--- config.mk ---
export PLATFORM = sky130hd
export DESIGN_NAME = dns_query_message_builder
export DESIGN_NICKNAME = d
export VERILOG_FILES = /design/src/rtl/dqmb_pkg.sv /design/src/rtl/dqmb_ram.sv /design/src/rtl/dqmb_fifo.sv /design/src/rtl/dqmb_front.sv /design/src/rtl/dqmb_back.sv /design/src/rtl/dns_query_message_builder.sv
export SDC_FILE = /design/constraint.sdc
export NUM_CORES = 1
export LEC_CHECK = 0
export ABC_CLOCK_PERIOD_IN_PS = 10800
export BUFFER_PORTS_ARGS = -buffer_cell sky130_fd_sc_hd__buf_4
export CAP_MARGIN = 20
export CORE_ASPECT_RATIO = 1.4
export CORE_MARGIN = 10
export CORE_UTILIZATION = 30
export CTS_CLUSTER_SIZE = 40
export DETAILED_ROUTE_END_ITERATION = 7
export GPL_ROUTABILITY_DRIVEN = 0
export HOLD_SLACK_MARGIN = 0.02
export PLACE_DENSITY = 0.43
export SYNTH_ARGS = -nofsm -noshare
export SYNTH_HDL_FRONTEND = slang
export SYNTH_HIERARCHICAL = 1
export SYNTH_SLANG_ARGS = --single-unit
export TNS_END_PERCENT = 5
--- constraint.sdc ---
create_clock -name clock -period 10.8 [get_ports clock]
set_input_delay 2.16 -clock clock [delete_from_list [all_inputs] [get_ports clock]]
set_output_delay 2.16 -clock clock [all_outputs]
set_load 0.03 [all_outputs]
--- src/rtl/dqmb_pkg.sv ---
// ----------------------------------------------------------------------------
// dqmb_pkg
// shared constants, command type and sequencer states of the query builder
// ----------------------------------------------------------------------------
`default_nettype none

package dqmb_pkg;

   localparam int BYTE_W      = 8;
   localparam int WORD_W      = 16;
   localparam int MAX_LABEL   = 32;
   localparam int FILL_W      = $clog2(MAX_LABEL + 1);
   localparam int IDX_W       = (MAX_LABEL > 1) ? $clog2(MAX_LABEL) : 1;
   localparam int CNT_W       = 9;
   localparam int STEP_W      = 4;
   localparam int CSR_INDEX_W = 1;

   localparam int CMD_QUEUE_DEPTH = 2;
   localparam int QPTR_W          = (CMD_QUEUE_DEPTH > 1) ? $clog2(CMD_QUEUE_DEPTH) : 1;
   localparam int QCNT_W          = $clog2(CMD_QUEUE_DEPTH + 1);

   localparam logic [BYTE_W-1:0] DOT_CHAR   = 8'd46;
   localparam logic [CNT_W-1:0]  CNT_MAX    = 9'd511;
   localparam logic [WORD_W-1:0] QUERY_ID_RESET   = 16'h0404;
   localparam logic [WORD_W-1:0] QUERY_TYPE_RESET = 16'h0001;
   localparam logic [WORD_W-1:0] FLAGS_RD   = 16'h0100;
   localparam logic [WORD_W-1:0] QDCOUNT    = 16'h0001;
   localparam logic [WORD_W-1:0] CLASS_IN   = 16'h0001;
   localparam logic [BYTE_W-1:0] ZERO_BYTE  = 8'h00;

   localparam logic [CSR_INDEX_W-1:0] CSR_QUERY_ID   = 1'b0;
   localparam logic [CSR_INDEX_W-1:0] CSR_QUERY_TYPE = 1'b1;

   localparam logic [STEP_W-1:0] HDR_LAST = 4'd11;
   localparam logic [STEP_W-1:0] TRL_LAST = 4'd4;

   typedef struct packed {
      logic              hdr;
      logic              trl;
      logic              trunc;
      logic [FILL_W-1:0] len;
   } dqmb_cmd_type;

   typedef enum logic [2:0] {
      BK_IDLE,
      BK_HDR,
      BK_LEN,
      BK_CHAR,
      BK_TRL
   } back_state_type;

endpackage

`default_nettype wire

--- src/rtl/dqmb_ram.sv ---
// ----------------------------------------------------------------------------
// dqmb_ram
// generic single write, single read ram with registered read data
// ----------------------------------------------------------------------------
`default_nettype none

module dqmb_ram #(
   parameter int WIDTH = 8,
   parameter int DEPTH = 32
) (
   input  wire logic                                        clock,
   input  wire logic                                        wr_en,
   input  wire logic [((DEPTH > 1) ? $clog2(DEPTH) : 1)-1:0] wr_addr,
   input  wire logic [WIDTH-1:0]                            wr_data,
   input  wire logic [((DEPTH > 1) ? $clog2(DEPTH) : 1)-1:0] rd_addr,
   output logic      [WIDTH-1:0]                            rd_data
);

   logic [WIDTH-1:0] mem_ff [DEPTH];

   always_ff @(posedge clock) begin
      if (wr_en) begin
         mem_ff[wr_addr] <= wr_data;
      end
      rd_data <= mem_ff[rd_addr];
   end

endmodule

`default_nettype wire

--- src/rtl/dqmb_fifo.sv ---
// ----------------------------------------------------------------------------
// dqmb_fifo
// short command queue between the front and the back
// ----------------------------------------------------------------------------
`default_nettype none

module dqmb_fifo
   import dqmb_pkg::*;
(
   input  wire logic         clock,
   input  wire logic         reset,
   input  wire logic         push,
   input  wire dqmb_cmd_type push_data,
   output logic              not_full,
   input  wire logic         pop,
   output dqmb_cmd_type      pop_data,
   output logic              not_empty
);

   dqmb_cmd_type       entry_ff [CMD_QUEUE_DEPTH];
   logic [QPTR_W-1:0]  wr_ptr_ff, wr_ptr_in;
   logic [QPTR_W-1:0]  rd_ptr_ff, rd_ptr_in;
   logic [QCNT_W-1:0]  count_ff, count_in;

   assign not_full  = (count_ff != QCNT_W'(CMD_QUEUE_DEPTH));
   assign not_empty = (count_ff != '0);
   assign pop_data  = entry_ff[rd_ptr_ff];

   always_comb begin
      wr_ptr_in = wr_ptr_ff;
      rd_ptr_in = rd_ptr_ff;
      count_in  = count_ff;
      if (push) begin
         wr_ptr_in = (wr_ptr_ff == QPTR_W'(CMD_QUEUE_DEPTH - 1)) ? '0 : wr_ptr_ff + 1'b1;
      end
      if (pop) begin
         rd_ptr_in = (rd_ptr_ff == QPTR_W'(CMD_QUEUE_DEPTH - 1)) ? '0 : rd_ptr_ff + 1'b1;
      end
      if (push && !pop) begin
         count_in = count_ff + 1'b1;
      end else if (pop && !push) begin
         count_in = count_ff - 1'b1;
      end
   end

   always_ff @(posedge clock) begin
      if (reset) begin
         wr_ptr_ff <= '0;
         rd_ptr_ff <= '0;
         count_ff  <= '0;
      end else begin
         wr_ptr_ff <= wr_ptr_in;
         rd_ptr_ff <= rd_ptr_in;
         count_ff  <= count_in;
      end
   end

   always_ff @(posedge clock) begin
      if (push) begin
         entry_ff[wr_ptr_ff] <= push_data;
      end
   end

endmodule

`default_nettype wire

--- src/rtl/dqmb_front.sv ---
// ----------------------------------------------------------------------------
// dqmb_front
// accepts name characters, buffers labels and issues emit commands
// ----------------------------------------------------------------------------
`default_nettype none

module dqmb_front
   import dqmb_pkg::*;
(
   input  wire logic              clock,
   input  wire logic              reset,
   input  wire logic              req_valid,
   output logic                   req_ready,
   input  wire logic [BYTE_W-1:0] req_name_char,
   input  wire logic              req_name_last,
   output logic                   cmd_push,
   output dqmb_cmd_type           cmd_data,
   input  wire logic              cmd_not_full,
   input  wire logic              flush_done,
   output logic                   ram_wr_en,
   output logic      [IDX_W-1:0]  ram_wr_addr,
   output logic      [BYTE_W-1:0] ram_wr_data
);

   logic              started_ff, started_in;
   logic [FILL_W-1:0] fill_ff, fill_in;
   logic              trunc_ff, trunc_in;
   logic              busy_ff, busy_in;

   logic              accept;
   logic              is_dot;
   logic              room;
   logic [FILL_W-1:0] fill_after;
   logic              trunc_after;

   assign req_ready = cmd_not_full && !busy_ff;
   assign accept    = req_valid && req_ready;
   assign is_dot    = (req_name_char == DOT_CHAR);
   assign room      = (fill_ff < FILL_W'(MAX_LABEL));

   assign ram_wr_en   = accept && !is_dot && room;
   assign ram_wr_addr = fill_ff[IDX_W-1:0];
   assign ram_wr_data = req_name_char;

   always_comb begin
      fill_after  = (!is_dot && room) ? fill_ff + 1'b1 : fill_ff;
      trunc_after = trunc_ff || (!is_dot && !room);

      cmd_data.hdr   = !started_ff;
      cmd_data.trl   = req_name_last;
      cmd_data.trunc = trunc_after;
      if (is_dot) begin
         cmd_data.len = fill_ff;
      end else if (req_name_last) begin
         cmd_data.len = fill_after;
      end else begin
         cmd_data.len = '0;
      end
      cmd_push = accept && (cmd_data.hdr || cmd_data.trl || (cmd_data.len != '0));

      started_in = started_ff;
      fill_in    = fill_ff;
      trunc_in   = trunc_ff;
      busy_in    = busy_ff && !flush_done;
      if (accept) begin
         started_in = !req_name_last;
         fill_in    = (is_dot || req_name_last) ? '0 : fill_after;
         trunc_in   = req_name_last ? 1'b0 : trunc_after;
         busy_in    = (cmd_data.len != '0);
      end
   end

   always_ff @(posedge clock) begin
      if (reset) begin
         started_ff <= 1'b0;
         fill_ff    <= '0;
         trunc_ff   <= 1'b0;
         busy_ff    <= 1'b0;
      end else begin
         started_ff <= started_in;
         fill_ff    <= fill_in;
         trunc_ff   <= trunc_in;
         busy_ff    <= busy_in;
      end
   end

endmodule

`default_nettype wire

--- src/rtl/dqmb_back.sv ---
// ----------------------------------------------------------------------------
// dqmb_back
// byte sequencer: header, label flush and question trailer into output register
// ----------------------------------------------------------------------------
`default_nettype none

module dqmb_back
   import dqmb_pkg::*;
(
   input  wire logic              clock,
   input  wire logic              reset,
   input  wire logic              cmd_valid,
   input  wire dqmb_cmd_type      cmd_data,
   output logic                   cmd_pop,
   input  wire logic [WORD_W-1:0] query_id,
   input  wire logic [WORD_W-1:0] query_type,
   output logic      [IDX_W-1:0]  ram_rd_addr,
   input  wire logic [BYTE_W-1:0] ram_rd_data,
   output logic                   flush_done,
   output logic                   rsp_valid,
   input  wire logic              rsp_ready,
   output logic      [BYTE_W-1:0] rsp_wire_byte,
   output logic                   rsp_run_last,
   output logic                   rsp_message_end,
   output logic                   rsp_label_truncated,
   output logic      [CNT_W-1:0]  rsp_message_length
);

   back_state_type    state_ff, state_in;
   dqmb_cmd_type      cmd_ff;
   logic [STEP_W-1:0] step_ff, step_in;
   logic [FILL_W-1:0] idx_ff, idx_in;
   logic [CNT_W-1:0]  cnt_ff, cnt_in;

   logic              valid_ff;
   logic [BYTE_W-1:0] byte_ff;
   logic              run_last_ff, end_ff, trunc_ff;
   logic [CNT_W-1:0]  length_ff;

   logic              load;
   logic              emit;
   logic [BYTE_W-1:0] emit_byte;
   logic              emit_run_last;
   logic              emit_end;
   logic              last_char;
   logic [CNT_W-1:0]  cnt_plus;

   assign load      = !valid_ff || rsp_ready;
   assign last_char = (idx_ff == cmd_ff.len - 1'b1);
   assign cnt_plus  = (cnt_ff == CNT_MAX) ? cnt_ff : cnt_ff + 1'b1;

   // next state
   always_comb begin
      state_in = state_ff;
      case (state_ff)
         BK_IDLE: begin
            if (cmd_valid) begin
               if (cmd_data.hdr) begin
                  state_in = BK_HDR;
               end else if (cmd_data.len != '0) begin
                  state_in = BK_LEN;
               end else begin
                  state_in = BK_TRL;
               end
            end
         end
         BK_HDR: begin
            if (load && step_ff == HDR_LAST) begin
               if (cmd_ff.len != '0) begin
                  state_in = BK_LEN;
               end else if (cmd_ff.trl) begin
                  state_in = BK_TRL;
               end else begin
                  state_in = BK_IDLE;
               end
            end
         end
         BK_LEN: begin
            if (load) begin
               state_in = BK_CHAR;
            end
         end
         BK_CHAR: begin
            if (load && last_char) begin
               state_in = cmd_ff.trl ? BK_TRL : BK_IDLE;
            end
         end
         BK_TRL: begin
            if (load && step_ff == TRL_LAST) begin
               state_in = BK_IDLE;
            end
         end
         default: begin
            state_in = BK_IDLE;
         end
      endcase
   end

   // outputs
   always_comb begin
      cmd_pop       = 1'b0;
      emit          = 1'b0;
      emit_byte     = ZERO_BYTE;
      emit_run_last = 1'b0;
      emit_end      = 1'b0;
      flush_done    = 1'b0;
      case (state_ff)
         BK_IDLE: begin
            cmd_pop = cmd_valid;
         end
         BK_HDR: begin
            emit = load;
            case (step_ff)
               4'd0:    emit_byte = query_id[15:8];
               4'd1:    emit_byte = query_id[7:0];
               4'd2:    emit_byte = FLAGS_RD[15:8];
               4'd3:    emit_byte = FLAGS_RD[7:0];
               4'd4:    emit_byte = QDCOUNT[15:8];
               4'd5:    emit_byte = QDCOUNT[7:0];
               default: emit_byte = ZERO_BYTE;
            endcase
            emit_run_last = (step_ff == HDR_LAST) && (cmd_ff.len == '0) && !cmd_ff.trl;
         end
         BK_LEN: begin
            emit      = load;
            emit_byte = BYTE_W'(cmd_ff.len);
         end
         BK_CHAR: begin
            emit          = load;
            emit_byte     = ram_rd_data;
            emit_run_last = last_char && !cmd_ff.trl;
            flush_done    = load && last_char;
         end
         BK_TRL: begin
            emit = load;
            case (step_ff)
               4'd1:    emit_byte = query_type[15:8];
               4'd2:    emit_byte = query_type[7:0];
               4'd3:    emit_byte = CLASS_IN[15:8];
               4'd4:    emit_byte = CLASS_IN[7:0];
               default: emit_byte = ZERO_BYTE;
            endcase
            emit_run_last = (step_ff == TRL_LAST);
            emit_end      = (step_ff == TRL_LAST);
         end
         default: begin
            emit = 1'b0;
         end
      endcase
   end

   always_comb begin
      step_in = (state_in != state_ff) ? '0 : (emit ? step_ff + 1'b1 : step_ff);
      if (state_ff == BK_CHAR) begin
         idx_in = emit ? idx_ff + 1'b1 : idx_ff;
      end else begin
         idx_in = '0;
      end
      // read address runs one step ahead so data lines up with idx_ff
      ram_rd_addr = idx_in[IDX_W-1:0];
      cnt_in      = cnt_ff;
      if (emit) begin
         cnt_in = emit_end ? '0 : cnt_plus;
      end
   end

   always_ff @(posedge clock) begin
      if (reset) begin
         state_ff <= BK_IDLE;
         step_ff  <= '0;
         idx_ff   <= '0;
         cnt_ff   <= '0;
         valid_ff <= 1'b0;
      end else begin
         state_ff <= state_in;
         step_ff  <= step_in;
         idx_ff   <= idx_in;
         cnt_ff   <= cnt_in;
         if (emit) begin
            valid_ff <= 1'b1;
         end else if (rsp_ready) begin
            valid_ff <= 1'b0;
         end
      end
   end

   always_ff @(posedge clock) begin
      if (cmd_pop) begin
         cmd_ff <= cmd_data;
      end
      if (emit) begin
         byte_ff     <= emit_byte;
         run_last_ff <= emit_run_last;
         end_ff      <= emit_end;
         trunc_ff    <= cmd_ff.trunc;
         length_ff   <= cnt_plus;
      end
   end

   assign rsp_valid           = valid_ff;
   assign rsp_wire_byte       = byte_ff;
   assign rsp_run_last        = run_last_ff;
   assign rsp_message_end     = end_ff;
   assign rsp_label_truncated = trunc_ff;
   assign rsp_message_length  = length_ff;

endmodule

`default_nettype wire

--- src/rtl/dns_query_message_builder.sv ---
// ----------------------------------------------------------------------------
// dns_query_message_builder
// turns a dotted domain name, one character per transfer, into a query message
//
// req_ channel: one name character per transfer, req_name_last on the final one.
// rsp_ channel: one message byte per transfer in wire order; rsp_run_last marks
// the last byte caused by a character, rsp_message_end the final class byte.
// csr_ channel: index 0 writes the query id, index 1 the question type; always
// ready; the user must see that they are written only while no message is in
// progress, as the block itself does not enforce it. The front buffers label
// characters in a small ram and queues commands; the back sequencer emits
// header, label and trailer bytes through an output register, one byte per
// cycle while rsp_ready stays high, and takes each command from the queue in
// its idle state, where it emits no byte. With the back idle, a transfer's
// command passes the queue and the idle state before its first byte is loaded
// into the output register. A character that causes no bytes does not drop
// req_ready by itself; while a label is flushed out of the ram it stays low.
// A stalled receiver holds the output register and backs the sequencer, the
// command queue and then req_ready up in turn. Reset empties the queue, drops
// any partial name and restores the registers to id 0x0404 and type 1.
// ----------------------------------------------------------------------------
`default_nettype none

module dns_query_message_builder
   import dqmb_pkg::*;
(
   input  wire logic                   clock,
   input  wire logic                   reset,
   input  wire logic                   req_valid,
   output logic                        req_ready,
   input  wire logic [BYTE_W-1:0]      req_name_char,
   input  wire logic                   req_name_last,
   output logic                        rsp_valid,
   input  wire logic                   rsp_ready,
   output logic      [BYTE_W-1:0]      rsp_wire_byte,
   output logic                        rsp_run_last,
   output logic                        rsp_message_end,
   output logic                        rsp_label_truncated,
   output logic      [CNT_W-1:0]       rsp_message_length,
   input  wire logic                   csr_valid,
   output logic                        csr_ready,
   input  wire logic [CSR_INDEX_W-1:0] csr_index,
   input  wire logic [WORD_W-1:0]      csr_data
);

   logic [WORD_W-1:0] query_id_ff, query_id_in;
   logic [WORD_W-1:0] query_type_ff, query_type_in;

   logic              cmd_push;
   dqmb_cmd_type      cmd_push_data;
   logic              cmd_not_full;
   logic              cmd_pop;
   dqmb_cmd_type      cmd_pop_data;
   logic              cmd_not_empty;
   logic              flush_done;
   logic              ram_wr_en;
   logic [IDX_W-1:0]  ram_wr_addr;
   logic [BYTE_W-1:0] ram_wr_data;
   logic [IDX_W-1:0]  ram_rd_addr;
   logic [BYTE_W-1:0] ram_rd_data;

   assign csr_ready = 1'b1;

   always_comb begin
      query_id_in   = query_id_ff;
      query_type_in = query_type_ff;
      if (csr_valid && csr_ready) begin
         case (csr_index)
            CSR_QUERY_ID:   query_id_in   = csr_data;
            CSR_QUERY_TYPE: query_type_in = csr_data;
            default:        query_id_in   = query_id_ff;
         endcase
      end
   end

   always_ff @(posedge clock) begin
      if (reset) begin
         query_id_ff   <= QUERY_ID_RESET;
         query_type_ff <= QUERY_TYPE_RESET;
      end else begin
         query_id_ff   <= query_id_in;
         query_type_ff <= query_type_in;
      end
   end

   dqmb_front u_front (
      .clock         (clock),
      .reset         (reset),
      .req_valid     (req_valid),
      .req_ready     (req_ready),
      .req_name_char (req_name_char),
      .req_name_last (req_name_last),
      .cmd_push      (cmd_push),
      .cmd_data      (cmd_push_data),
      .cmd_not_full  (cmd_not_full),
      .flush_done    (flush_done),
      .ram_wr_en     (ram_wr_en),
      .ram_wr_addr   (ram_wr_addr),
      .ram_wr_data   (ram_wr_data)
   );

   dqmb_ram #(
      .WIDTH (BYTE_W),
      .DEPTH (MAX_LABEL)
   ) u_label_ram (
      .clock   (clock),
      .wr_en   (ram_wr_en),
      .wr_addr (ram_wr_addr),
      .wr_data (ram_wr_data),
      .rd_addr (ram_rd_addr),
      .rd_data (ram_rd_data)
   );

   dqmb_fifo u_cmd_queue (
      .clock     (clock),
      .reset     (reset),
      .push      (cmd_push),
      .push_data (cmd_push_data),
      .not_full  (cmd_not_full),
      .pop       (cmd_pop),
      .pop_data  (cmd_pop_data),
      .not_empty (cmd_not_empty)
   );

   dqmb_back u_back (
      .clock               (clock),
      .reset               (reset),
      .cmd_valid           (cmd_not_empty),
      .cmd_data            (cmd_pop_data),
      .cmd_pop             (cmd_pop),
      .query_id            (query_id_ff),
      .query_type          (query_type_ff),
      .ram_rd_addr         (ram_rd_addr),
      .ram_rd_data         (ram_rd_data),
      .flush_done          (flush_done),
      .rsp_valid           (rsp_valid),
      .rsp_ready           (rsp_ready),
      .rsp_wire_byte       (rsp_wire_byte),
      .rsp_run_last        (rsp_run_last),
      .rsp_message_end     (rsp_message_end),
      .rsp_label_truncated (rsp_label_truncated),
      .rsp_message_length  (rsp_message_length)
   );

`ifndef NO_ASSERTIONS
   a_end_is_run_last: assert property (@(posedge clock) disable iff (reset)
      rsp_valid && rsp_message_end |-> rsp_run_last)
      else $error("message end without run last");

   a_min_length: assert property (@(posedge clock) disable iff (reset)
      rsp_valid && rsp_message_end |-> rsp_message_length >= 9'd17)
      else $error("message shorter than header and trailer");

   a_no_push_full: assert property (@(posedge clock) disable iff (reset)
      cmd_push |-> cmd_not_full)
      else $error("command pushed into full queue");

   a_no_write_in_flush: assert property (@(posedge clock) disable iff (reset)
      flush_done |-> !ram_wr_en)
      else $error("label ram written during flush");
`endif

endmodule

`default_nettype wire

==> run metrics <==
status=complete, no violations; Distinct cells, synth=81; CTS resizes=0; CP most frequent cell=buf_4; # fillers=5153; final setup violation count=0; total gr overflow=0; maximum VDD drop=0.09355 mV; worst path cell trace=buf_4 > nand2b_1 > nand3_2 > inv_2 > xnor2_1 > nor2_4 > buf_4 > buf_4 > mux4_2 > mux4_2 > mux2_2; DR iter-0 viols=537; number of nets in the layout=1093; vias in the first global route=9271; worst rel slew slack=0.2929; DP Worst Slack=4.210 ns; CP required=11.22 ns; final setup margin=4.924 ns; Seq cells post-synth=379; share of flip-flops with an asynchronous set or reset=0; portion of netlist area occupied by mux cells=0.1483; postcts setup bufs=0; Avg Vias per Cell=4.879; half-perimeter wire length after detailed placement=27.18 mm; cell internal pwr=2.659 mW; worst path bufs/invs=4; Yosys warnings=6; Post-synth EDFFs=302; share of power burned in registers=0.484; switching power=0.9936 mW; Min-Delay Path Class=reg -> reg; Main synth FF type=edfxtp_1; die area=63130 um2; Leak Pwr=5.908 nW; Logic pwr share=0.151; data arrival time of the worst path=6.30 ns; Post-Syn Nets=1036; largest net degree at the start of global routing=82; Pre-Repair DR Iteration Count=4; register area share after synthesis=0.6628; Root Buffer=clkbuf_16; Core Util, Final=0.3471; Max FO, Critical Path=36; core footprint=53050 um2; share of layout cells above drive strength 1=0.2461; adder-cell share of the synthesized area=0.007816; power density cells=198.3 nW/um2; H-tree Lvls=2; Tot Pwr=3.653 mW; Final ANT Viol Nets=0; DIE HEIGHT=293.3 um; Max-Cap Viols=0; crit-path leading delay family=buffers and inverters; clock share of power=0.365; total I/O pin count=54; Total Routing Usage GR=0.1318; post-route minimum period=5.876 ns; Startpoint Class=input port; wire per inst=23.44 um; Synth Instances=995; CTS sink count=379; n_diodes=0; routed via count=8758; unrepaired setup endpoints after global routing=no; post-synthesis xor/xnor area fraction=0.01204; Slowest-stage cell, CP=buf_4; Hold Vio Cnt, Final=0; initial antenna violation count=0; IO buf count=52; CP endpoint kind=flop; insertion delay to the later sink of the worst-skew pair=0.56 ns; clock transition at the registers of the reported paths=0.06 ns; post-route DRC violation count=0; Starting Density=0.3018; CTS Buffer Depth=3; max-slew violation count=0; Compound-Gate Fraction of Synth Area=0.05447; final setup TNS=0 ns; first-pass GRT wire length=61.79 mm; Sw Share=0.2720; Routed WL=42.08 mm; Worst Tran Pin Value=1.058 ns; slowest stage delay, CP=0.69 ns; Syn-to-layout area delta=15.04%; fin crit share=0.5441; simple-gate area share of the yosys netlist=0.08472; placed cells=1725; largest family of logic cells by synthesized area=multiplexers; total CTS buffers=39; die width=215.2 um; critical setup path kind=in -> reg; average size of a mapped cell=16.09 um2; number of hold buffers added after CTS=0; Layout Skew=0.03090 ns; Core Rows=100; TritonCTS clock tree=done; achievable frequency=0.1702 GHz; Layout Cells excl Fill=1795; cell area after synthesis=16010 um2
[cell usage in the layout, fill, tap and decap left out, types with 7 or more instances in the layout]
cell type / count
a21oi_1: 24
a22o_1: 8
a22oi_1: 18
a31oi_1: 7
buf_4: 83
clkbuf_1: 8
clkbuf_16: 39
clkinv_1: 7
dfxtp_1: 77
edfxtp_1: 302
ha_1: 10
inv_1: 14
mux2_1: 9
mux2_2: 9
mux2i_1: 37
mux4_2: 80
nand2_1: 16
nand2b_1: 43
nand3_1: 14
nand3b_1: 7
nor2_1: 74
nor2_2: 8
nor2b_1: 7
nor3_1: 21
o21ai_0: 17
o22ai_1: 7
or3_1: 8
xnor2_1: 8
xor2_1: 14
[per-layer routing]
metal | vias to the layer above | GRT usage | part of all wire
met5 | - | 0 | 0
met4 | 0 | 0.04026 | 0.021
met3 | 53 | 0.01760 | 0.028
met2 | 156 | 0.2500 | 0.55
met1 | 4570 | 0.1494 | 0.40
li1 | 3979 | - | -
[final cells by class]
class,count,area (um2),share of cell area
inverters,16,60.06,0.003261
clock buffers,50,1047,0.05687
flip-flops and latches,379,10610,0.5761
well taps,714,893.4,0.04851
multi-input cells,533,4967,0.2697
clock inverters,20,215.2,0.01169
repair buffers,83,623.1,0.03383
[synthesized netlist by cell type (all sizes together), types with 4 or more instances]
cell type / instances / area share
ha: 10 / 0.0078
a22o: 8 / 0.0044
a31oi: 8 / 0.0035
and2: 4 / 0.0016
mux4: 80 / 0.11
nor3b: 4 / 0.0025
a22oi: 18 / 0.0084
xor2: 14 / 0.0077
edfxtp: 302 / 0.57
nand2: 16 / 0.0038
nand2b: 43 / 0.017
clkbuf: 18 / 0.0043
nor2: 86 / 0.021
mux2: 18 / 0.013
nand3: 15 / 0.0050
a211oi: 4 / 0.0022
o31ai: 4 / 0.0019
o22ai: 7 / 0.0027
or3b: 4 / 0.0022
nor2b: 8 / 0.0036
buf: 49 / 0.022
inv: 16 / 0.0038
dfxtp: 77 / 0.096
and3: 6 / 0.0023
nand4: 5 / 0.0020
nor3: 22 / 0.0072
xnor2: 8 / 0.0044
o21ai: 22 / 0.0069
or3: 8 / 0.0031
a21oi: 25 / 0.0081
mux2i: 37 / 0.023
nand3b: 7 / 0.0033
[sequential cells by signal (all words and copies together) (netlist names), 2 cells and up, named ones only]
name                       count
query_id_ff                   16
u_back/step_ff                 4
u_label_ram/rd_data            8
u_cmd_queue/count_ff           2
u_back/rsp_message_length      9
query_type_ff                 16
u_front/fill_ff                6
u_back/cnt_ff                  9
u_back/cmd_ff                  8
u_label_ram/mem_ff           256
u_back/state_ff                3
u_back/rsp_wire_byte           8
u_back/idx_ff                  6
u_cmd_queue/entry_ff          18
[cell families (layout without fill, tap and decap cells)]
family / Yosys count / after routing
AOI/OAI and AO/OA: 119 / 119
xor gates and xnor gates: 22 / 22
adders and majority gates: 10 / 10
buffers and inverters: 83 / 169
DFF: 379 / 379
muxes: 135 / 135
other: 1 / 1
and+or+nand+nor: 246 / 246
[metrics by stage]
stage	cell area (um2)	hold slack, ns
global placement	17150	0.4198
floorplan	16010	0.4003
detailed placement	17150	0.4197
global route	18420	0.4402
finish	18420	0.4314
CTS	18420	0.4309
[path summary, 6_finish.rpt]
path / depth (start not counted) / end / slack [ns] / startpoint
min reg2reg: 0 / u_back/rsp_label_truncated$_DFFE_PP_ / 0.43 / u_back/cmd_ff[6]$_DFFE_PP_
max reg2reg: 10 / u_label_ram/rd_data[4]$_DFF_P_ / 5.80 / u_back/state_ff[0]$_SDFF_PP0_
min: 0 / u_back/rsp_label_truncated$_DFFE_PP_ / 0.43 / u_back/cmd_ff[6]$_DFFE_PP_
max: 11 / u_label_ram/rd_data[4]$_DFF_P_ / 4.92 / rsp_ready
[power by group through the flow]
stage | combinational, mW | clock, mW | sequential (mW)
2_1_floorplan | 0.334 | 0 | 1.83
3_3_place_gp | 0.557 | 0 | 1.80
3_5_place_dp | 0.564 | 0 | 1.80
4_1_cts | 0.566 | 1.37 | 1.77
5_1_grt | 0.603 | 1.43 | 1.78
6_report | 0.551 | 1.33 | 1.77
No activity file was read; power rests on OpenSTA's default activity.
